$ cat src/mvcc_pkg.sv
package mvcc_pkg;

  localparam int MAX_POINTS = 1024;
  localparam int COORD_W    = 16;
  localparam int DISP_W     = COORD_W + 1;
  localparam int ADDR_W     = $clog2(MAX_POINTS);
  localparam int CNT_W      = $clog2(MAX_POINTS + 1);
  localparam int SUM_W      = DISP_W + ADDR_W;
  localparam int EPS_W      = 16;
  localparam int EPS_SHIFT  = 8;
  localparam logic [EPS_W-1:0] EPS_RESET = 16'd51;
  localparam int OUT_CNT_W  = 11;

  // n * d, with n taken as a signed value one bit wider than the count
  localparam int PROD_W = DISP_W + CNT_W + 1;
  localparam int DIFF_W = ((PROD_W > SUM_W) ? PROD_W : SUM_W) + 1;
  localparam int LHS_W  = DIFF_W + EPS_SHIFT;
  localparam int RHS_W  = EPS_W + SUM_W;
  localparam int CMP_W  = (LHS_W > RHS_W) ? LHS_W : RHS_W;

  localparam int QDEPTH = 4;
  localparam int QPTR_W = $clog2(QDEPTH);

  // one classified pair on its way from the front to the back
  typedef struct packed {
    logic signed [DISP_W-1:0] dx;
    logic signed [DISP_W-1:0] dy;
    logic                     last;
    logic                     drop;
  } item_t;

  typedef struct packed {
    logic                 parallel;
    logic [OUT_CNT_W-1:0] inlier_count;
    logic [OUT_CNT_W-1:0] outlier_count;
    logic                 overflow;
  } res_t;

endpackage

$ cat src/mvcc_queue.sv
module mvcc_queue (
  input  logic            clk,
  input  logic            rst_n,
  input  logic            push,
  input  mvcc_pkg::item_t push_item,
  output logic            full,
  input  logic            pop,
  output mvcc_pkg::item_t pop_item,
  output logic            empty
);
  import mvcc_pkg::*;

  item_t             q_r [QDEPTH];
  logic [QPTR_W-1:0] wr_ptr_r;
  logic [QPTR_W-1:0] rd_ptr_r;
  logic [QPTR_W:0]   cnt_r;
  logic              do_push;
  logic              do_pop;

  assign full     = (cnt_r == (QPTR_W + 1)'(QDEPTH));
  assign empty    = (cnt_r == '0);
  assign do_push  = push & ~full;
  assign do_pop   = pop & ~empty;
  assign pop_item = q_r[rd_ptr_r];

  always_ff @(posedge clk) begin
    if (do_push) begin
      q_r[wr_ptr_r] <= push_item;
    end
  end

  always_ff @(posedge clk) begin
    if (!rst_n) begin
      wr_ptr_r <= '0;
      rd_ptr_r <= '0;
      cnt_r    <= '0;
    end else begin
      if (do_push) begin
        wr_ptr_r <= wr_ptr_r + 1'b1;
      end
      if (do_pop) begin
        rd_ptr_r <= rd_ptr_r + 1'b1;
      end
      if (do_push && !do_pop) begin
        cnt_r <= cnt_r + 1'b1;
      end else if (do_pop && !do_push) begin
        cnt_r <= cnt_r - 1'b1;
      end
    end
  end

endmodule

$ cat config.mk
export PLATFORM = sky130hd
export DESIGN_NAME = mvcc_queue
export DESIGN_NICKNAME = d
export VERILOG_FILES = /design/src/mvcc_pkg.sv /design/src/mvcc_queue.sv
export SDC_FILE = /design/constraint.sdc
export NUM_CORES = 1
export LEC_CHECK = 0
export ABC_AREA = 1
export BUFFER_PORTS_ARGS = -buffer_cell sky130_fd_sc_hd__buf_4
export CAP_MARGIN = 15
export CORE_ASPECT_RATIO = 1.2
export CORE_UTILIZATION = 55
export CTS_CLUSTER_DIAMETER = 100
export DETAILED_ROUTE_END_ITERATION = 8
export GPL_TIMING_DRIVEN = 1
export MAX_ROUTING_LAYER = met4
export PLACE_DENSITY = 0.77
export SYNTH_ARGS = -nofsm -noshare
export SYNTH_HDL_FRONTEND = slang
export SYNTH_SLANG_ARGS = --single-unit
$ cat constraint.sdc
create_clock -name clk -period 4.8 [get_ports clk]
set_clock_uncertainty 0.1 [all_clocks]
set_input_delay 0.72 -clock clk [delete_from_list [all_inputs] [get_ports clk]]
set_output_delay 0.72 -clock clk [all_outputs]
set_load 0.01 [all_outputs]
Yosys cells after proc, flatten, opt, wreduce, memory -nomap -nowiden. Memory sizes are Yosys's and may differ from the RTL's. A register that Yosys moved wholly into a read port is not among the register bits. Index checks and enable logic that the tools add are counted.

Bits in registers: 7. Bits in writable memories: 144. Bits of input ports: 40. Output and inout bits: 38. Memories kept: 1.

$add $sub $neg: 4. Eq/ne operators: 1. Muxes and demuxes: 6. Bitwise gates (word level): 4. Reductions and logical operators: 6.

Memories: q_r (depth 4, width 36, read ports 1, clocked after Yosys merged registers in 1, wr ports 1, RTL line mvcc_queue.sv:13) `item_t q_r [QDEPTH];`.

Operators with widths (number): $mux W3 (2); $add A2 B1 Y2 const B (2); $mux W2 (2); $add A3 B1 Y3 const B (1); $eq A3 B3 Y1 const B (1); $logic_not A3 Y1 (1); $sub A3 B1 Y3 const B (1); $and A1 B1 Y1 (2); $logic_and A1 B1 Y1 (2); $logic_not A1 Y1 (2); $mux W1 (2); $not A1 Y1 (2); $reduce_bool A2 Y1 (1).

Depth between registers and ports, before layout. Gate-level depths: netlist (run 1).

Depth in word-level cells: 7. Depth in mapped cells: 13.

Worst setup path before layout (run 1). Ideal clock, no wire load.

Path type: input-to-reg. From: in push. To: mem q_r[0][0] (netlist bit), enable pin. Data arrival time: 2.317 ns. Data required time: 4.271 ns. Path slack: 1.954 ns. Stages: 2. Buffers on the path: 0. Path through: nand2_2 > nor2_1.

Longest elaborated chain between the ends: 3.

Ends and longest elaborated chain: from (decl) (RTL line mvcc_queue.sv:4) `input logic push,`; $and A1 B1 Y1 (RTL line mvcc_queue.sv:22) `assign do_push = push & ~full;`; $mux W1 (RTL line mvcc_queue.sv:27) `if (do_push) begin`; $mux W1 (not written as such) (RTL line mvcc_queue.sv:28) `q_r[wr_ptr_r] <= push_item;`; to (decl) (RTL line mvcc_queue.sv:13).

Every way passes these cells.

==> flow_summary_export.csv, run 1 <==
group,metric,value,unit
status,status,"completed",
synth,ys_ff_latch,153,
synth,yosysWarnings,0,
final_layout,nNetsFinal,544,
floorplan,io_pins,78,
synth,synth_cell_type_count,21,
synth,syn_area,5840,um^2
drt,drc,0,
synth,avgSynthCellArea,14.0,um^2
clock_network,cts.path.max_buffers,2,
placement,gp_congestion,0.757,
power_and_ir_drop,p_clk_share,34.9,%
timing,maxSlewHeadroom,44.9,%
power_and_ir_drop,p_leak,2.60,nW
timing,fin_crit_sh,65.2,%
worst_setup_path,crit_top_cell,"buf_4",
worst_setup_path,cp_max_fo,43,
power_and_ir_drop,irDropWorstVdd,445,uV
floorplan,rows,40,
power_and_ir_drop,sw_frac_of_total,28.0,%
placement,port_buffers,77,
final_layout,antennaDiodeCount,0,
global_routing,overflow,0,
timing,setup_tns,0,ns
worst_setup_path,crit_chain,"buf_4, o21ai_0, o22ai_1, buf_4",
final_layout,multi_input_area,1140,um^2
timing,rsz0062_at_grt,"false",
synth,postSynthCellCount,418,
clock_network,post-cts-setup-buffers,0,
worst_setup_path,endpoint_kind,"output pin",
floorplan,start_util,57.5,%
timing,holdWs,0.395,ns
final_layout,fill_cells,660,
clock_network,postCtsHoldBufs,0,
worst_setup_path,max_stage_delay,0.86,ns
floorplan,die_area,11000,um^2
job,maxCapViolCount,0,
final_layout,drive_gt1_share,23.5,%
synth,ys_seq_area_share,77.1,%
global_routing,antenna_found_initial,0,
worst_hold_path,hold_path_class,"input pin to register",
synth,synthesis.nets,464,
clock_network,cts-root-buf,"clkbuf_16",
global_routing,grt_max_degree,73,
synth,yosys-top-cells-area,"edfxtp_1 74%, nor2_1 5.5%, o22ai_1 3.9%",
floorplan,die_w,96.1,um
floorplan,core,10200,um^2
timing,finalHoldViolCount,0,
floorplan,die_y,115,um
timing,period_needed,3.13,ns
clock_network,cts_buffers,17,
drt,finalWirelength,11700,um
timing,tightestPinTransition,0.826,ns
placement,dp.final_hpwl,6340,um
global_routing,globalRouteTotalUtil,23.9,%
clock_network,cts_resized,0,
synth,yosys.area.top_type_share,74.0,%
worst_setup_path,cpMaxStageDelayCell,"dfxtp_2",
drt,drtAntennaViolNets,0,
drt,viasPerCell,5.69,
worst_setup_path,critical_path_buf_inv_count,2,
drt,drt_iter0_drc,284,
worst_setup_path,arrival,2.31,ns
drt,drtPass1Iterations,5,
drt,wl_per_cell,18.4,um
power_and_ir_drop,netSwitchingPower,1.15,mW
clock_network,cts.htree.levels,4,
global_routing,first_global_vias,3688,
final_layout,area_growth,23.3,%
timing,max_freq,320,MHz
clock_network,clkSinkCount,153,
global_routing,grt_first_pass_wirelength,18300,um
synth,yosys.area.top_type,"edfxtp_1",
drt,vias,3622,
timing,drv_slew,0,
timing,setup_viol,0,
worst_setup_path,critPathTopFamily,"flip-flops",
power_and_ir_drop,p_seq_share,41.5,%
worst_setup_path,crit_required,3.98,ns
clock_network,cts_tree,"done",
clock_network,clk_latency,0.42,ns
worst_setup_path,start_kind,"register",
worst_setup_path,path_class,"register to output pin",
power_and_ir_drop,pwr-share-comb,23.5,%
power_and_ir_drop,p_int,2.95,mW
clock_network,path_clk_slew,0.06,ns
power_and_ir_drop,power_density,570,nW/um^2
final_layout,seq_area,4510,um^2
## cell type report
class | count | share of cell area, %
clock buffers | 21 | 6.25
flip-flops and latches | 153 | 62.6
well taps | 126 | 2.19
multi-input cells | 225 | 15.8
repair buffers | 83 | 9.49
clock inverters | 11 | 2.71
inverters | 18 | 1.03
## path summary, 6_finish.rpt
path | start | end | slack, ns | depth (start not counted)
max | register | pop_item[29] | 1.67 | 4
max reg2reg | cnt_r[0] | cnt_r[1] | 2.62 | 9
min reg2reg | rd_ptr_r[1] | register | 0.43 | 2
min | push_item[25] | q_r[2][25] | 0.40 | 1
## Yosys cell counts, drive strengths merged
cell type  number
edfxtp        144
nor2           86
o21ai          73
o22ai          36
buf            20
inv            17
nand2          15
dfxtp           9
ha              5
nand3           4
a21oi           3
clkbuf          2
clkinv          1
fa              1
nand3b          1
xor2            1
## registers in the layout, indices dropped and copies added, names as in the netlist, named ones only
name	count
wr_ptr_r	2
q_r	144
rd_ptr_r	2
cnt_r	3
## per-layer routing
metal / track usage (%) / routed length (um) / vias up
met5: - / 0 / -
met1: 28.3 / 4740 / 1782
met3: 7.34 / 712 / 17
met2: 37.7 / 6080 / 125
met4: 10.2 / 177 / 0
li1: - / - / 1698
## power by group through the flow
stage | clock network [mW] | logic (mW) | registers (mW)
finish | 1.43 | 0.966 | 1.70
CTS | 1.45 | 0.951 | 1.71
global route | 1.50 | 1.06 | 1.72
detailed placement | 0 | 0.940 | 1.73
floorplan | 0 | 0.589 | 1.69
global placement | 0 | 0.912 | 1.73
## cells by family after synthesis
| family | after synthesis | share of synthesized area, % |
|---|---|---|
| AOI/OAI and AO/OA | 112 | 10.4 |
| xor gates and xnor gates | 1 | 0.150 |
| adders and majority gates | 6 | 1.41 |
| buffers and inverters | 40 | 3.98 |
| DFF | 153 | 77.1 |
| and+or+nand+nor | 106 | 7.00 |
## stage by stage
stage | instances | setup WS, ns | power (mW) | instance area (um^2) | util [%]
finish | 637 | 1.67 | 4.10 | 7200 | 70.9
global route | 637 | 1.45 | 4.29 | 7200 | 70.9
CTS | 634 | 1.66 | 4.10 | 7120 | 70.1
detailed placement | 602 | 2.12 | 2.67 | 6470 | 63.7
global placement | 602 | 2.18 | 2.64 | 6470 | 63.7
floorplan | 418 | 1.95 | 2.28 | 5840 | -
## layout by cell type (no fill, tap or decap), drive strengths merged, types with 3 or more instances in the layout
| master | count |
|---|---|
| a21oi | 3 |
| buf | 83 |
| bufinv | 5 |
| clkbuf | 21 |
| clkinv | 4 |
| clkinvlp | 3 |
| dfxtp | 9 |
| edfxtp | 144 |
| ha | 5 |
| inv | 17 |
| nand2 | 15 |
| nand3 | 4 |
| nor2 | 86 |
| o21ai | 73 |
| o22ai | 36 |
(Power assumes the default switching activity.)
==> inputs of run 2 (changes only) <==
--- a/config.mk
+++ b/config.mk
@@ -9,12 +9,12 @@
 export BUFFER_PORTS_ARGS = -buffer_cell sky130_fd_sc_hd__buf_4
 export CAP_MARGIN = 15
 export CORE_ASPECT_RATIO = 1.2
-export CORE_UTILIZATION = 55
+export CORE_UTILIZATION = 51
 export CTS_CLUSTER_DIAMETER = 100
 export DETAILED_ROUTE_END_ITERATION = 8
 export GPL_TIMING_DRIVEN = 1
 export MAX_ROUTING_LAYER = met4
-export PLACE_DENSITY = 0.77
+export PLACE_DENSITY = 0.75
 export SYNTH_ARGS = -nofsm -noshare
 export SYNTH_HDL_FRONTEND = slang
 export SYNTH_SLANG_ARGS = --single-unit
==> constraint.sdc (replaced) <==
create_clock -name clk -period 2.75 [get_ports clk]
set_clock_uncertainty 0.1 [all_clocks]
set_input_delay 0.4125 -clock clk [delete_from_list [all_inputs] [get_ports clk]]
set_output_delay 0.4125 -clock clk [all_outputs]
set_load 0.01 [all_outputs]
==> run 2 against run 1 <==
Net effect:
- non-clock buffer count grew 3
- critical path depth increased by 1
- clock power increased by 59%
- critical endpoint is now pop_item[25]
- largest power group unchanged
==> flow_summary_export.csv, run 2 (synthesized netlist as in run 1, its figures left out) <==
group,metric,value,unit
status,status,"completed",
final_layout,final_cells,668,
global_routing,first_global_vias,3438,
power_and_ir_drop,sw_frac_of_total,28.6,%
global_routing,grt_first_pass_wirelength,17300,um
worst_setup_path,start_kind,"register",
placement,port_buffers,77,
worst_setup_path,crit_required,2.24,ns
power_and_ir_drop,p_int,4.92,mW
worst_hold_path,hold_path_class,"input pin to register",
clock_network,path_clk_slew,0.06,ns
worst_setup_path,rr_startpoint,"cnt_r[1]",
floorplan,io_pins,78,
worst_setup_path,r2r_cells,9,
final_layout,fill_cells,795,
job,maxCapViolCount,0,
timing,setup_viol,0,
timing,layout_setup_ws,0.289,ns
drt,drtAntennaViolNets,0,
timing,holdWs,0.0963,ns
timing,max_freq,406,MHz
floorplan,start_util,52.7,%
timing,setup_tns,0,ns
timing,finalHoldViolCount,0,
floorplan,core,11100,um^2
worst_hold_path,min_path_cells,1,
drt,drtPass1Iterations,5,
clock_network,cts-root-buf,"clkbuf_16",
clock_network,clk_latency,0.41,ns
worst_hold_path,holdCritStartpoint,"push_item[27]",
clock_network,cts_resized,0,
drt,wl_per_cell,16.9,um
clock_network,cts.htree.levels,4,
power_and_ir_drop,power_density,965,nW/um^2
final_layout,antennaDiodeCount,0,
final_layout,layout_common_cells,"144 x edfxtp_1, 85 x buf_4, 82 x nor2_1",
power_and_ir_drop,p_clk_share,33.0,%
clock_network,cts_buffers,17,
timing,period_needed,2.46,ns
worst_setup_path,endpoint_kind,"output pin",
worst_setup_path,worst-r2r-setup-slack,0.58,ns
worst_setup_path,path_class,"register to output pin",
drt,viasPerCell,5.32,
drt,drt_iter0_drc,204,
final_layout,final_util,64.5,%
final_layout,layout_commonest_cell,"edfxtp_1",
global_routing,overflow,0,
drt,drc,0,
placement,preCtsSetupSlack,0.628,ns
final_layout,drive_gt1_share,23.9,%
final_layout,area_growth,22.4,%
worst_setup_path,cp_max_fo,36,
worst_setup_path,timing.rr.end,"cnt_r[1]",
timing,tightestPinTransition,0.571,ns
worst_setup_path,crit_chain,"buf_4, clkinv_2, o21ai_1, o22ai_1, buf_4",
power_and_ir_drop,p_seq_share,42.6,%
drt,vias,3553,
timing,rsz0062_at_grt,"false",
final_layout,stdcell_area,7150,um^2
floorplan,die_y,119,um
final_layout,top_regs,"q_r x144, cnt_r x3",
floorplan,die_w,99.7,um
timing,maxSlewHeadroom,61.9,%
floorplan,rows,42,
power_and_ir_drop,irDropWorstVdd,469,uV
floorplan,die_area,11900,um^2
global_routing,antenna_found_initial,0,
timing,fin_crit_sh,89.5,%
power_and_ir_drop,p_leak,2.58,nW
worst_setup_path,cpMaxStageDelayCell,"clkinv_2",
final_layout,nNetsFinal,547,
power_and_ir_drop,p_total,6.90,mW
clock_network,post-cts-setup-buffers,0,
placement,gp_congestion,0.804,
clock_network,clkSinkCount,153,
timing,drv_slew,0,
final_layout,top_register,"q_r",
worst_setup_path,crit_top_cell,"buf_4",
power_and_ir_drop,netSwitchingPower,1.98,mW
placement,placed_area,6570,um^2
global_routing,grt_max_degree,73,
placement,placed_cells,636,
clock_network,cts_tree,"done",
worst_hold_path,min_to,"q_r[2][27]",
worst_setup_path,max_stage_delay,0.46,ns
clock_network,cts.path.max_buffers,2,
final_layout,largest_register_ffs,144,
drt,finalWirelength,11300,um
clock_network,postCtsHoldBufs,0,
power_and_ir_drop,pwr-share-comb,24.5,%
worst_setup_path,arrival,1.95,ns
global_routing,globalRouteTotalUtil,20.6,%
placement,dp.final_hpwl,6470,um
[run 2: cell count changes in the layout (fill, tap and decap cells not counted), sizes merged]
cell	before	now
buf	83	86
clkbuf	21	19
bufinv	5	3
clkinv	4	8
[run 2: layout make-up]
cell class,instances,area [um^2],share of cell area [%]
Clock inverter,13,154,2.15
Timing Repair Buffer,86,658,9.20
Inverter,18,73.8,1.03
Sequential cell,153,4510,63.0
Clock buffer,19,433,6.05
Tap cell,154,193,2.69
Multi-Input combinational cell,225,1140,15.9
[run 2: metal layers]
metal / vias up / share of wire (%) / global-route usage (%) / wire [um]
met5: - / 0 / - / 0
met4: 0 / 0.87 / 8.55 / 99
met3: 8 / 5.7 / 6.69 / 648
met2: 101 / 52 / 32.4 / 5840
met1: 1742 / 42 / 24.4 / 4730
li1: 1702 / - / - / -
[run 2: critical path, delay by kind of cell (launching register included)]
family | cells | cell delay [ns]
buffers and inverters | 3 | 0.81
flip-flops | 1 | 0.33
AO/OA/AOI/OAI | 2 | 0.40
[run 2: how the worst max path moves through the flow]
| stage | endpoint | from | cells past startpoint | slack, ns |
|---|---|---|---|---|
| after global routing | pop_item[25] | register | 4 | 0.17 |
| after detailed placement | cnt_r[1] | cnt_r[0] | 9 | 0.63 |
| after floorplan | q_r[0][0] | cnt_r[0] | 4 | 0.06 |
| after global placement | cnt_r[1] | cnt_r[1] | 9 | 0.71 |
| after CTS | pop_item[35] | register | 5 | 0.25 |
| final | pop_item[25] | register | 5 | 0.29 |
[run 2: power by group through the flow]
stage	logic [mW]	registers, mW	clock network (mW)
final	1.69	2.94	2.27
after global routing	1.85	2.96	2.39
after CTS	1.70	2.94	2.30
after detailed placement	1.70	2.98	0
after global placement	1.66	2.97	0
after floorplan	1.03	2.95	0
