==> config.mk <==
export PLATFORM = sky130hd
export DESIGN_NAME = mvcc_front
export DESIGN_NICKNAME = d
export VERILOG_FILES = /design/src/mvcc_pkg.sv /design/src/mvcc_front.sv
export SDC_FILE = /design/constraint.sdc
export NUM_CORES = 1
export LEC_CHECK = 0
export BUFFER_PORTS_ARGS = -buffer_cell sky130_fd_sc_hd__buf_2
export CAP_MARGIN = 10
export CORE_MARGIN = 8
export CORE_UTILIZATION = 37
export DETAILED_ROUTE_END_ITERATION = 10
export GPL_TIMING_DRIVEN = 0
export PLACE_DENSITY_LB_ADDON = 0.3
export SLEW_MARGIN = 10
export SYNTH_ARGS = -nofsm -noshare
export SYNTH_HDL_FRONTEND = slang
export SYNTH_SLANG_ARGS = --single-unit
==> constraint.sdc <==
create_clock -name clk -period 1.7 [get_ports clk]
set_clock_uncertainty 0.1 [all_clocks]
set_input_delay 0.085 -clock clk [delete_from_list [all_inputs] [get_ports clk]]
set_output_delay 0.085 -clock clk [all_outputs]
set_load 0.01 [all_outputs]
==> src/mvcc_pkg.sv <==
package mvcc_pkg;

  localparam int MAX_POINTS = 1024;
  localparam int COORD_W    = 16;
  localparam int DISP_W     = COORD_W + 1;
  localparam int ADDR_W     = $clog2(MAX_POINTS);
  localparam int CNT_W      = $clog2(MAX_POINTS + 1);
  localparam int SUM_W      = DISP_W + ADDR_W;
  localparam int EPS_W      = 16;
  localparam int EPS_SHIFT  = 8;
  localparam logic [EPS_W-1:0] EPS_RESET = 16'd51;
  localparam int OUT_CNT_W  = 11;

  // n * d, with n taken as a signed value one bit wider than the count
  localparam int PROD_W = DISP_W + CNT_W + 1;
  localparam int DIFF_W = ((PROD_W > SUM_W) ? PROD_W : SUM_W) + 1;
  localparam int LHS_W  = DIFF_W + EPS_SHIFT;
  localparam int RHS_W  = EPS_W + SUM_W;
  localparam int CMP_W  = (LHS_W > RHS_W) ? LHS_W : RHS_W;

  localparam int QDEPTH = 4;
  localparam int QPTR_W = $clog2(QDEPTH);

  // one classified pair on its way from the front to the back
  typedef struct packed {
    logic signed [DISP_W-1:0] dx;
    logic signed [DISP_W-1:0] dy;
    logic                     last;
    logic                     drop;
  } item_t;

  typedef struct packed {
    logic                 parallel;
    logic [OUT_CNT_W-1:0] inlier_count;
    logic [OUT_CNT_W-1:0] outlier_count;
    logic                 overflow;
  } res_t;

endpackage

==> src/mvcc_front.sv <==
module mvcc_front (
  input  logic                          clk,
  input  logic                          rst_n,
  input  logic                          in_push,
  output logic                          in_full,
  input  logic [mvcc_pkg::COORD_W-1:0]  in_obj_x,
  input  logic [mvcc_pkg::COORD_W-1:0]  in_obj_y,
  input  logic [mvcc_pkg::COORD_W-1:0]  in_scene_x,
  input  logic [mvcc_pkg::COORD_W-1:0]  in_scene_y,
  input  logic                          in_last,
  output logic                          q_push,
  output mvcc_pkg::item_t               q_item,
  input  logic                          q_full
);
  import mvcc_pkg::*;

  logic [CNT_W-1:0] cnt_r;
  logic             drop;

  assign in_full = q_full;
  assign q_push  = in_push & ~q_full;
  // pairs past the store depth are only flagged
  assign drop    = (cnt_r == CNT_W'(MAX_POINTS));

  assign q_item.dx   = $signed({1'b0, in_scene_x}) - $signed({1'b0, in_obj_x});
  assign q_item.dy   = $signed({1'b0, in_scene_y}) - $signed({1'b0, in_obj_y});
  assign q_item.last = in_last;
  assign q_item.drop = drop;

  always_ff @(posedge clk) begin
    if (!rst_n) begin
      cnt_r <= '0;
    end else if (q_push) begin
      if (in_last) begin
        cnt_r <= '0;
      end else if (!drop) begin
        cnt_r <= cnt_r + 1'b1;
      end
    end
  end

endmodule

== After elaboration in Yosys (flattened, before gate mapping) ==
Index checks and enable logic that the tools add are counted.
Word-level totals
  bits in registers: 11
  bits in latches: 0
  bits in writable memories: 0
  memory bits (read-only): 0
  memories: 0
Cells by class
  add/subtract/negate cells: 3
  multipliers: 0
  div/mod/pow operators: 0
  order comparisons: 0
  eq/ne operators: 2
  shift operators: 0
  muxes and demuxes: 2
  bitwise operators: 2
  reductions and logical operators: 1
Operators with widths (number)
  subtractor 16 x 16 -> 17 bit: 2
  2-to-1 mux 11 bit: 2
  adder 11 x 1 -> 11 bit (second input constant): 1
  == test 11 bit (second input constant): 1
  inequality test 2 bit (second input constant): 1
  AND reduction 2 bit: 1
  bitwise AND 1 bit: 1
  inverter 1 bit: 1

== Logic depth before layout (Yosys ltp) ==
Gate-level depths: netlist (run 1).
  depth after elaboration: 3
  mapped depth: 8
  mapped depth without buffers: 8

== Worst setup path after synthesis (run 1) ==
OpenSTA, ideal clock, no wires.
  path type: input to output
  start: in in_scene_x[0] (netlist name)
  end: out q_item[35] (netlist name)
  data arrival time: 1.608 ns
  required time: 1.515 ns
  path slack: -0.093 ns
  cell stages on the path: 8
  cell sequence: inv_1 ha_1 fa_1 nor2b_1 o2111ai_1 a21oi_1 nor3_1 o31a_1
RTL lines
  from (decl): line mvcc_front.sv:8  | input logic [mvcc_pkg::COORD_W-1:0] in_scene_x,
  to (decl): line mvcc_front.sv:12  | output mvcc_pkg::item_t q_item,

==> results of run 1 <==
stage by stage:
step           instances  TNS, ns  power (W)
3_3_place_gp         543    -5.10    0.00131
4_1_cts              556    -1.58    0.00182
5_1_grt              569    -2.88    0.00215
3_5_place_dp         543    -5.57    0.00133
6_report             569    -1.48    0.00200
2_1_floorplan        357  -0.0314   0.000961
cells in the mapped netlist (all sizes together), types with 2 or more instances:
cell type,instances
a21boi,8
a21o,10
a21oi,30
a311oi,2
a31oi,8
and2,2
and3,6
buf,6
clkbuf,5
dfxtp,11
fa,2
ha,34
inv,47
mux2i,2
nand2,32
nand2b,10
nand3,12
nand3b,4
nand4,4
nand4b,2
nor2,26
nor2b,5
nor3,7
nor4,2
o2111ai,5
o211ai,5
o21a,5
o21ai,22
o221a,2
o311ai,4
or4,4
xnor2,16
xor2,4
routing by layer:
layer | routed length [um] | global-route usage (%) | up-vias
li1 | - | - | 1544
met1 | 3610 | 17.9 | 1498
met2 | 4820 | 30.2 | 82
met3 | 371 | 2.77 | 14
met4 | 145 | 3.90 | 0
met5 | 0 | 0 | -
power groups by stage:
stage	sequential, W	clock (W)	combinational (W)
floorplan	0.000266	0	0.000695
CTS	0.000261	0.000277	0.00129
finish	0.000261	0.000267	0.00147
global placement	0.000266	0	0.00105
detailed placement	0.000266	0	0.00106
global route	0.000261	0.000294	0.00159
layout by cell type (no fill, tap or decap), types with 4 or more instances in the layout:
cell      count
buf_4        27
a21oi_2       7
o211ai_1      5
nand3_1       7
o21ai_0      14
a21o_1       10
a31oi_1       7
buf_6        11
inv_1        36
o21ai_1       4
ha_4         23
nand4_1       4
nand2_1      29
inv_4         5
nand3b_1      4
nand2b_1      8
ha_2          7
xor2_1        4
inv_2         6
dfxtp_1       8
o21ai_2       4
xnor2_1      16
and3_1        4
nand3_2       4
a21oi_1      13
ha_1          4
o21a_1        5
nor2_1       23
buf_2        96
a21oi_4      10
logic make-up (layout without fill, tap and decap cells):
kind of cell	Yosys count	count (layout)	synth area share [%]
AND/OR/NAND/NOR	120	120	26.2
AO/OA/AOI/OAI	110	110	29.0
buffers and inverters	58	190	9.51
adder cells (fa/ha/maj)	36	36	18.6
XOR/XNOR	20	20	7.01
flip-flops	11	11	8.81
multiplexers	2	2	0.801
final cells by class:
type,instances,area share (%)
timing repair buffer,132,19.3
sequential,11,5.42
buffer,7,1.09
multi-input combinational,288,66.1
tap,80,2.42
clock buffer,4,1.09
inverter,47,4.57
worst max-delay path, stage by stage:
cell     delay, ns
buf_2         0.10
inv_1         0.08
ha_4          0.23
a21o_1        0.21
a21oi_4       0.22
a21oi_4       0.11
or4_4         0.44
nand3_4       0.10
buf_6         0.10
worst paths after layout:
path,start,to,cells past startpoint,slack [ns]
hold reg to reg,cnt_r[0]$_SDFFE_PN0P_,cnt_r[0]$_SDFFE_PN0P_,2,0.37
hold / removal,in_last,cnt_r[4]$_SDFFE_PN0P_,3,0.12
setup reg to reg,cnt_r[2]$_SDFFE_PN0P_,cnt_r[9]$_SDFFE_PN0P_,5,0.01
setup / recovery,in_obj_y[4],q_item[16],9,-0.17
repair_timing:
item,4_1_cts,5_1_grt
pin swaps,33,39
setup buffers,13,12
gates resized for setup,90,65
gates cloned,0,0
endpoints found under the setup margin,24,29
endpoints found under the hold margin,0,1
hold buffers,0,1
==> key figures, run 1 <==
Floorplanning
  – Die Y-Extent: 98.2 um
  – Die Width: 98.2 um
  – IO Count: 107
  – Core ar.: 0.00668 mm2
  – Starting Density: 37.4%
  – Die Area: 0.00964 mm2
  – Rows: 30

Job
  – Max_cap viols: 0

Placed design
  – RePlAce Congestion: 0.869
  – Post-Place Setup Slack: -0.499 ns
  – DP HPWL: 6020 um
  – Area post-placement: 0.00315 mm2
  – Port bufs: 106

STA
  – Slew HR: 73.1%
  – Final WS setup: -0.168 ns
  – WHS: 0.118 ns
  – Final Slew Violations: 0
  – Fin. Hold Viols: 0
  – RSZ-0062 raised after global routing: true
  – Worst slew pin tran: 0.404 ns
  – Post-route minimum period: 1.87 ns
  – Setup violations, final: 17
  – Max Freq: 535 MHz
  – Final period util: 110%

Logic synthesis
  – Post-synth top area share: 17.0%
  – Sequential fraction of the synthesis area: 8.81%
  – Largest cells by area after synthesis: ha_1, dfxtp_1, inv_1, a21oi_1, xnor2_1
  – Syn. warnings: 0
  – Yosys top cell by area: ha_1
  – Syn_area_per_cell: 7.00 um2
  – Seq cells post-synth: 11
  – Main flop type after synthesis: dfxtp_1
  – Syn nets: 462
  – Synth Instances: 357
  – Synthesized area: 0.00250 mm2
  – Library cells used by synthesis: 57
  – Synth async-reset ratio: 0%
  – EDFF count, synth: 0

Worst setup path
  – WP data arrival: 1.68 ns
  – Crit. End Element: output port
  – Crit path required time: 1.51 ns
  – Crit Path Max Fanout: 5
  – Setup Crit Path Kind: in -> out
  – CP Launch Type: input pin

Finish
  – # fillers: 585
  – Layout cells sized above 1: 50.3%
  – N_diodes: 0
  – Final instance area: 0.00413 mm2
  – Top reg by flops: cnt_r
  – Register area: 224 um2
  – Area Growth Syn to Fin: 65.4%
  – Regs by FF count: cnt_r (11)
  – Largest register FFs: 11
  – Core Util, Final: 61.9%
  – Final #Nets: 595
  – Area of the multi-input gates: 0.00273 mm2

Routing
  – Routed wire length: 8940 um
  – Post-route DRC: 0
  – Average wire per standard cell: 15.7 um
  – Post-route ant nets: 0
  – Iter 0 DRT Violations: 78
  – TritonRoute pass-1 iters: 4
  – Vias per cell: 5.51
  – Via Count: 3138

Clock network
  – CTS tree: done
  – Clk Tree Root Cell: clkbuf_8
  – CTS max path bufs: 2
  – Max H-tree Level: 1
  – Sink Count: 11
  – Clk_lat worst skew: 0.24 ns
  – Clock-pin slew of the registers on the worst-case setup and hold paths: 0.05 ns
  – Total CTS buffers: 3

Power and ir drop
  – Clock share of power: 13.3%
  – Sw Ratio: 43.1%
  – Seq pwr share: 13.0%
  – Leakage: 1.83 nW
  – Combinational Power Share: 73.6%
  – Worst ir drop on vdd: 254 uV
  – Switching pwr: 0.000863 W
  – Internal power: 0.00114 W
  – Power per cell area: 484 mW/mm2

Global route
  – Vias in the first global route: 3001
  – GR Overflow Total: 0
  – Initial antenna violation count: 0
  – Global Route Usage Sum: 16.0%
  – Largest net degree at the start of global routing: 11
  – Global-route wire length before repair: 13400 um

Worst hold path
  – Worst hold path class: in -> reg

Outcome
  – Status: finished with violations
  – Failing checks: negative setup slack
(Power assumes the default switching activity.)
==> run 2: changes to the inputs <==
- BUFFER_PORTS_ARGS: -buffer_cell sky130_fd_sc_hd__buf_2 -> -buffer_cell sky130_fd_sc_hd__clkbuf_2
- CORE_UTILIZATION: 37 -> 25
==> run 2 against run 1 <==
- the flow still finishes with violations (negative setup slack)
- sequential power about the same
- final cell count grew 9.8%
- die area is 40% higher
- hold slack lost 0.0017 ns
- global-route usage decreased by 3.9 points
- wire length rose by 0.54%
- setup slack improved by 0.014 ns
- sequential share of layout area increased by 0.053 points
- register-to-register slack gained 0.05 ns
- power increased by 1.7%
- clock power is 4% higher
- highest routed layer unchanged
==> key figures, run 2 (synthesis gave the netlist of run 1 again) <==
Clock network
  – Clock-pin slew of the registers on the worst-case setup and hold paths: 0.05 ns (about the same)
  – Max H-tree Level: 1 (unchanged)
  – Clk_lat worst skew: 0.25 ns (about the same)
  – CTS tree: done
  – Total CTS buffers: 3 (unchanged)
  – Sink Count: 11 (unchanged)
  – CTS max path bufs: 2 (unchanged)
  – Clk Tree Root Cell: clkbuf_8

Power and ir drop
  – Power per cell area: 479 mW/mm2 (-1.2%)
  – Worst ir drop on vdd: 223 uV (-12%)
  – Total power draw: 0.00204 W (+1.7%)
  – Leakage: 1.88 nW (+2.9%)

Global route
  – Global-route wire length before repair: 13600 um (+1.9%)
  – Initial antenna violation count: 0 (unchanged)
  – Largest net degree at the start of global routing: 11 (unchanged)
  – GR Overflow Total: 0 (unchanged)
  – Global Route Usage Sum: 12.0% (-3.9 points)
  – Vias in the first global route: 3077 (+2.5%)

STA
  – Slew HR: 71.9% (-1.2 points)
  – Worst slew pin tran: 0.421 ns (+0.0173 ns)
  – Setup violations, final: 15 (-2)
  – WHS: 0.116 ns (-0.00168 ns)
  – Final period util: 109% (-0.83 points)
  – Final Slew Violations: 0 (unchanged)
  – Fin. Hold Viols: 0 (unchanged)
  – Final WS setup: -0.154 ns (+0.0141 ns)
  – Max Freq: 539 MHz (+0.76%)
  – RSZ-0062 raised after global routing: true
  – Post-route minimum period: 1.85 ns (-0.0141 ns)

Floorplanning
  – Core ar.: 0.00973 mm2 (+46%)
  – Starting Density: 25.7% (-12 points)
  – IO Count: 107 (unchanged)
  – Die Width: 116 um (+18%)
  – Rows: 36 (+20%)
  – Die Y-Extent: 116 um (+18%)
  – Die Area: 0.0134 mm2 (+40%)

Worst setup path
  – WP data arrival: 1.67 ns (about the same)
  – CP cell instances: buf_6 -> inv_4 -> ha_4 -> fa_2 -> nor2b_4 -> o2111ai_4 -> buf_6 -> a21boi_4 -> o21ai_1 -> o311ai_1 -> buf_2
  – Worst Setup SP: in_scene_x[0]
  – Crit Path Max Fanout: 3 (-2)
  – Worst r2r dst: cnt_r[9]$_SDFFE_PN0P_
  – Crit path required time: 1.51 ns (about the same)
  – Cells on worst reg2reg path: 5 (unchanged)
  – Sum of buffers and inverters on the critical path: 4 (+1)
  – R2R Setup Slk: 0.06 ns (+0.05 ns)
  – Worst path most repeated cell: buf_6
  – Crit. End Element: output port
  – Family with the most delay on the worst path: adder cells
  – Setup Crit Path Kind: in -> out
  – Worst path slowest cell: fa_2
  – Worst r2r src: cnt_r[3]$_SDFFE_PN0P_
  – CP Launch Type: input pin
  – CP max stage delay: 0.37 ns (-0.07 ns)

Placed design
  – Area post-placement: 0.00321 mm2 (+2.1%)
  – RePlAce Congestion: 0.835 (-3.9%)
  – Dpl cells: 596 (+9.8%)
  – DP HPWL: 6560 um (+9.0%)
  – Post-Place Setup Slack: -0.464 ns (+0.0357 ns)
  – Port bufs: 106 (unchanged)

Finish
  – Final #Nets: 598 (+0.50%)
  – Final instance area: 0.00425 mm2 (+2.9%)
  – Regs by FF count: cnt_r (11)
  – Commonest non-fill, non-tap cell in the layout: clkbuf_2
  – Layout Cells excl Fill: 625 (+9.8%)
  – Largest register FFs: 11 (unchanged)
  – Area Growth Syn to Fin: 70.3%
  – Top reg by flops: cnt_r
  – N_diodes: 0 (unchanged)
  – Most frequent cells in the layout: clkbuf_2, inv_1, nand2_1, buf_4, nor2_1
  – Layout cells sized above 1: 50.4% (+0.10 points)

Worst hold path
  – Min-Delay Startpoint: in_last
  – Hold Path End: cnt_r[4]$_SDFFE_PN0P_
  – Hold Path Stages: 3 (unchanged)
  – Worst hold path class: in -> reg

Routing
  – Routed wire length: 8990 um (+0.54%)
  – Iter 0 DRT Violations: 98 (+26%)
  – Vias per cell: 4.95 (-10%)
  – Post-route DRC: 0 (unchanged)
  – TritonRoute pass-1 iters: 4 (unchanged)
  – Average wire per standard cell: 14.4 um (-8.5%)
  – Post-route ant nets: 0 (unchanged)
  – Via Count: 3091 (-1.5%)

Outcome
  – Status: finished with violations
  – Failing checks: negative setup slack

Job
  – Max_cap viols: 0 (unchanged)
-- run 2: changes by cell type in the layout (fill, tap and decap cells not counted), moves of 3 or more --
cell / delta
buf_2: -82
buf_6: +4
inv_2: -3
clkbuf_2: +78
dfxtp_1: -3
-- run 2: layout make-up --
class / count / area [um2]
fillers: 1010 / 5480
well taps: 133 / 166
flip-flops and latches: 11 / 233
plain buffers: 6 / 33.8
inverters: 47 / 196
repair buffers: 136 / 882
multi-input cells: 288 / 2700
clock buffers: 4 / 45.0
-- run 2: where the power goes --
group	total, W	internal [W]	switching, W
clock network	0.000278	0.000166	0.000113
registers	0.000258	0.000256	0.00000124
logic	0.00150	0.000738	0.000761
total	0.00204	0.00116	0.000875
-- run 2: how the worst max path moves through the flow --
stage	end	slack, ns	cells after the start
floorplan	q_item[35]	-0.02	8
global placement	q_item[35]	-0.44	10
detailed placement	q_item[35]	-0.46	10
CTS	q_item[35]	-0.25	10
global route	q_item[27]	-0.23	11
finish	q_item[27]	-0.15	11
-- run 2: layer usage --
| layer | vias up | GRT usage [%] | wire length [um] |
|---|---|---|---|
| met5 | - | 0 | 0 |
| li1 | 1551 | - | - |
| met2 | 63 | 22.2 | 4840 |
| met4 | 0 | 3.98 | 221 |
| met3 | 17 | 1.51 | 294 |
| met1 | 1460 | 13.9 | 3640 |
-- run 2: timing repair --
| action | CTS | global route |
|---|---|---|
| endpoints found under the setup margin | 25 | 25 |
| gates cloned | 0 | 0 |
| setup buffers | 20 | 9 |
| hold endpoints to repair | 1 | 0 |
| pin swaps | 42 | 44 |
| resized for setup | 90 | 93 |
| hold buffers | 1 | 0 |
-- run 2: stage by stage --
step | util, % | TNS [ns]
2_1_floorplan | - | -0.0314
3_3_place_gp | 33.0 | -5.54
3_5_place_dp | 33.0 | -5.90
4_1_cts | 39.3 | -2.53
5_1_grt | 43.7 | -2.88
6_report | 43.7 | -1.44
-- run 2: worst min-delay path, cell delays in order --
cell and delay [ns]:
clkbuf_2 0.14, or4_1 0.12, a21boi_0 0.07
==> run 3: changes to the inputs <==
- CORE_UTILIZATION: 25 -> 30
==> run 3 against run 2 <==
- the flow still finishes with violations (negative setup slack)
- largest cell class unchanged
- final cell count shrank 2.9%
- combinational power up 6%
- utilization grew 10 points
- critical endpoint unchanged
- fmax down 1.8%
- largest power group unchanged
==> key figures, run 3 (synthesis gave the netlist of run 1 again) <==
Outcome
  – Status: finished with violations
  – Failing checks: negative setup slack

Global route
  – Largest net degree at the start of global routing: 11 (unchanged)
  – GR Overflow Total: 0 (unchanged)
  – Global Route Usage Sum: 13.7% (+1.7 points)
  – Global-route wire length before repair: 13700 um (+0.40%)
  – Vias in the first global route: 3051 (-0.84%)
  – Initial antenna violation count: 0 (unchanged)

Job
  – Max_cap viols: 0 (unchanged)

Finish
  – Commonest non-fill, non-tap cell in the layout: clkbuf_2
  – N_diodes: 0 (unchanged)
  – Regs by FF count: cnt_r (11)
  – Largest register FFs: 11 (unchanged)
  – Final #Nets: 608 (+1.7%)
  – Final instance area: 0.00438 mm2 (+3.0%)
  – Area Growth Syn to Fin: 75.3%
  – Most frequent cells in the layout: clkbuf_2, buf_4, inv_1
  – Layout cells sized above 1: 54.4% (+4.0 points)
  – Top reg by flops: cnt_r

Floorplanning
  – Die Width: 107 um (-7.5%)
  – IO Count: 107 (unchanged)
  – Core ar.: 0.00813 mm2 (-16%)
  – Die Y-Extent: 107 um (-7.5%)
  – Starting Density: 30.7% (+5.0 points)
  – Rows: 33 (-8.3%)
  – Die Area: 0.0115 mm2 (-14%)

Power and ir drop
  – Combinational Power Share: 75.1% (+1.4 points)
  – Power per cell area: 484 mW/mm2 (+1.0%)
  – Sw Ratio: 42.8% (-0.14 points)
  – Leakage: 1.96 nW (+4.2%)
  – Worst ir drop on vdd: 241 uV (+7.8%)
  – Seq pwr share: 12.2% (-0.5 points)
  – Clock share of power: 12.6% (-1.1 points)
  – Switching pwr: 0.000907 W (+3.7%)
  – Internal power: 0.00121 W (+4.3%)

Worst setup path
  – Worst r2r src: cnt_r[5]$_SDFFE_PN0P_
  – Setup Crit Path Kind: in -> out
  – Cells on worst reg2reg path: 5 (unchanged)
  – CP cell instances: buf_6 -> inv_4 -> ha_4 -> fa_2 -> nor2b_4 -> o2111ai_4 -> buf_6 -> a21boi_4 -> o21ai_1 -> o311ai_1 -> buf_2
  – CP endpoint: q_item[27]
  – Crit path required time: 1.51 ns (about the same)
  – Crit. End Element: output port
  – Worst path most repeated cell: buf_6
  – CP max stage delay: 0.37 ns (about the same)
  – Worst Setup SP: in_scene_x[0]
  – Worst r2r dst: cnt_r[9]$_SDFFE_PN0P_
  – Worst path slowest cell: fa_2
  – CP Launch Type: input pin
  – Crit Path Max Fanout: 3 (unchanged)
  – WP data arrival: 1.70 ns (+0.03 ns)
  – R2R Setup Slk: 0.04 ns (-0.02 ns)

Routing
  – Post-route DRC: 0 (unchanged)
  – Routed wire length: 9070 um (+0.85%)
  – Average wire per standard cell: 14.9 um (+3.8%)
  – Vias per cell: 5.17 (+4.6%)
  – TritonRoute pass-1 iters: 6 (+2)
  – Post-route ant nets: 0 (unchanged)
  – Iter 0 DRT Violations: 95 (-3.1%)
  – Via Count: 3141 (+1.6%)

STA
  – Post-route minimum period: 1.89 ns (+0.0343 ns)
  – RSZ-0062 raised after global routing: true
  – Max Freq: 530 MHz (-1.8%)
  – Final period util: 111% (+2.0 points)
  – Final Slew Violations: 0 (unchanged)
  – Final WS setup: -0.188 ns (-0.0343 ns)
  – WHS: 0.0152 ns (-0.101 ns)
  – Worst slew pin tran: 0.397 ns (-0.0241 ns)
  – Slew HR: 73.5% (+1.6 points)
  – Fin. Hold Viols: 0 (unchanged)
  – Setup violations, final: 20 (+5)

Clock network
  – Clk Tree Root Cell: clkbuf_8
  – Clock-pin slew of the registers on the worst-case setup and hold paths: 0.05 ns (about the same)
  – Total CTS buffers: 3 (unchanged)
  – Sink Count: 11 (unchanged)
  – CTS Hold Bufs: 0 (-1)
  – Max H-tree Level: 1 (unchanged)
  – CTS max path bufs: 2 (unchanged)
  – CTS tree: done
  – Clk_lat worst skew: 0.24 ns (about the same)

Placed design
  – DP HPWL: 6200 um (-5.4%)
  – Area post-placement: 0.00318 mm2 (-1.1%)
  – RePlAce Congestion: 0.874 (+4.7%)
  – Port bufs: 106 (unchanged)

Worst hold path
  – Hold Path Stages: 2 (-1)
  – Worst hold path class: in -> reg
==> run 3: cell types whose count changed in the layout (fill, tap and decap cells not counted), sizes merged <==
cell	before	now
buf	60	71
dlygate4sd3	1	0
inv	46	47
clkinv	1	0
==> run 3: worst min path at each step <==
stage               startpoint               endpoint
floorplan                rst_n  cnt_r[1]$_SDFFE_PN0P_
global placement         rst_n  cnt_r[1]$_SDFFE_PN0P_
detailed placement       rst_n  cnt_r[1]$_SDFFE_PN0P_
CTS                      rst_n  cnt_r[1]$_SDFFE_PN0P_
global route             rst_n  cnt_r[1]$_SDFFE_PN0P_
finish                   rst_n  cnt_r[1]$_SDFFE_PN0P_
==> run 3: per-layer routing <==
metal	vias to the layer above	part of all wire, %	global-route usage (%)
met5	-	0	0
met4	0	2.3	3.22
met3	18	4.1	2.28
met2	101	52	24.2
met1	1451	41	16.7
li1	1571	-	-
==> run 3: final cells by class <==
| type | instances | area [um2] |
|---|---|---|
| Timing Repair Buffer | 146 | 940 |
| Buffer | 6 | 33.8 |
| Sequential cell | 11 | 228 |
| Tap cell | 105 | 131 |
| Clock buffer | 4 | 45.0 |
| Inverter | 47 | 189 |
| Fill cell | 729 | 3750 |
| Multi-Input combinational cell | 288 | 2810 |
==> run 3: what timing repair did <==
item | CTS | global route
buffers inserted | 23 | 18
setup endpoints to repair | 24 | 31
gates cloned | 0 | 0
pin swaps | 44 | 48
resized for setup | 95 | 110
==> run 3: per-stage QoR <==
step / setup TNS (ns) / total power (W) / worst slack (ns) / cells / utilization (%)
floorplan: -0.0314 / 0.000961 / -0.0188 / 357 / -
global placement: -5.26 / 0.00133 / -0.457 / 568 / 39.1
detailed placement: -5.69 / 0.00134 / -0.484 / 568 / 39.1
CTS: -2.20 / 0.00188 / -0.258 / 590 / 47.6
global route: -3.15 / 0.00227 / -0.242 / 607 / 53.9
finish: -1.73 / 0.00212 / -0.188 / 607 / 53.9
==> run 3: power by group through the flow <==
stage	Combinational [W]	Clock (W)	Sequential (W)
global route	0.00172	0.000300	0.000259
global placement	0.00106	0	0.000266
detailed placement	0.00107	0	0.000266
CTS	0.00134	0.000276	0.000261
finish	0.00159	0.000267	0.000259
floorplan	0.000695	0	0.000266
==> run 3: worst max-delay path, delay by kind of cell <==
| kind | cells | cell delay, ns |
|---|---|---|
| adder cells (fa/ha/maj) | 2 | 0.52 |
| buffers and inverters | 4 | 0.46 |
| AND/OR/NAND/NOR | 1 | 0.17 |
| AO/OA/AOI/OAI | 4 | 0.47 |
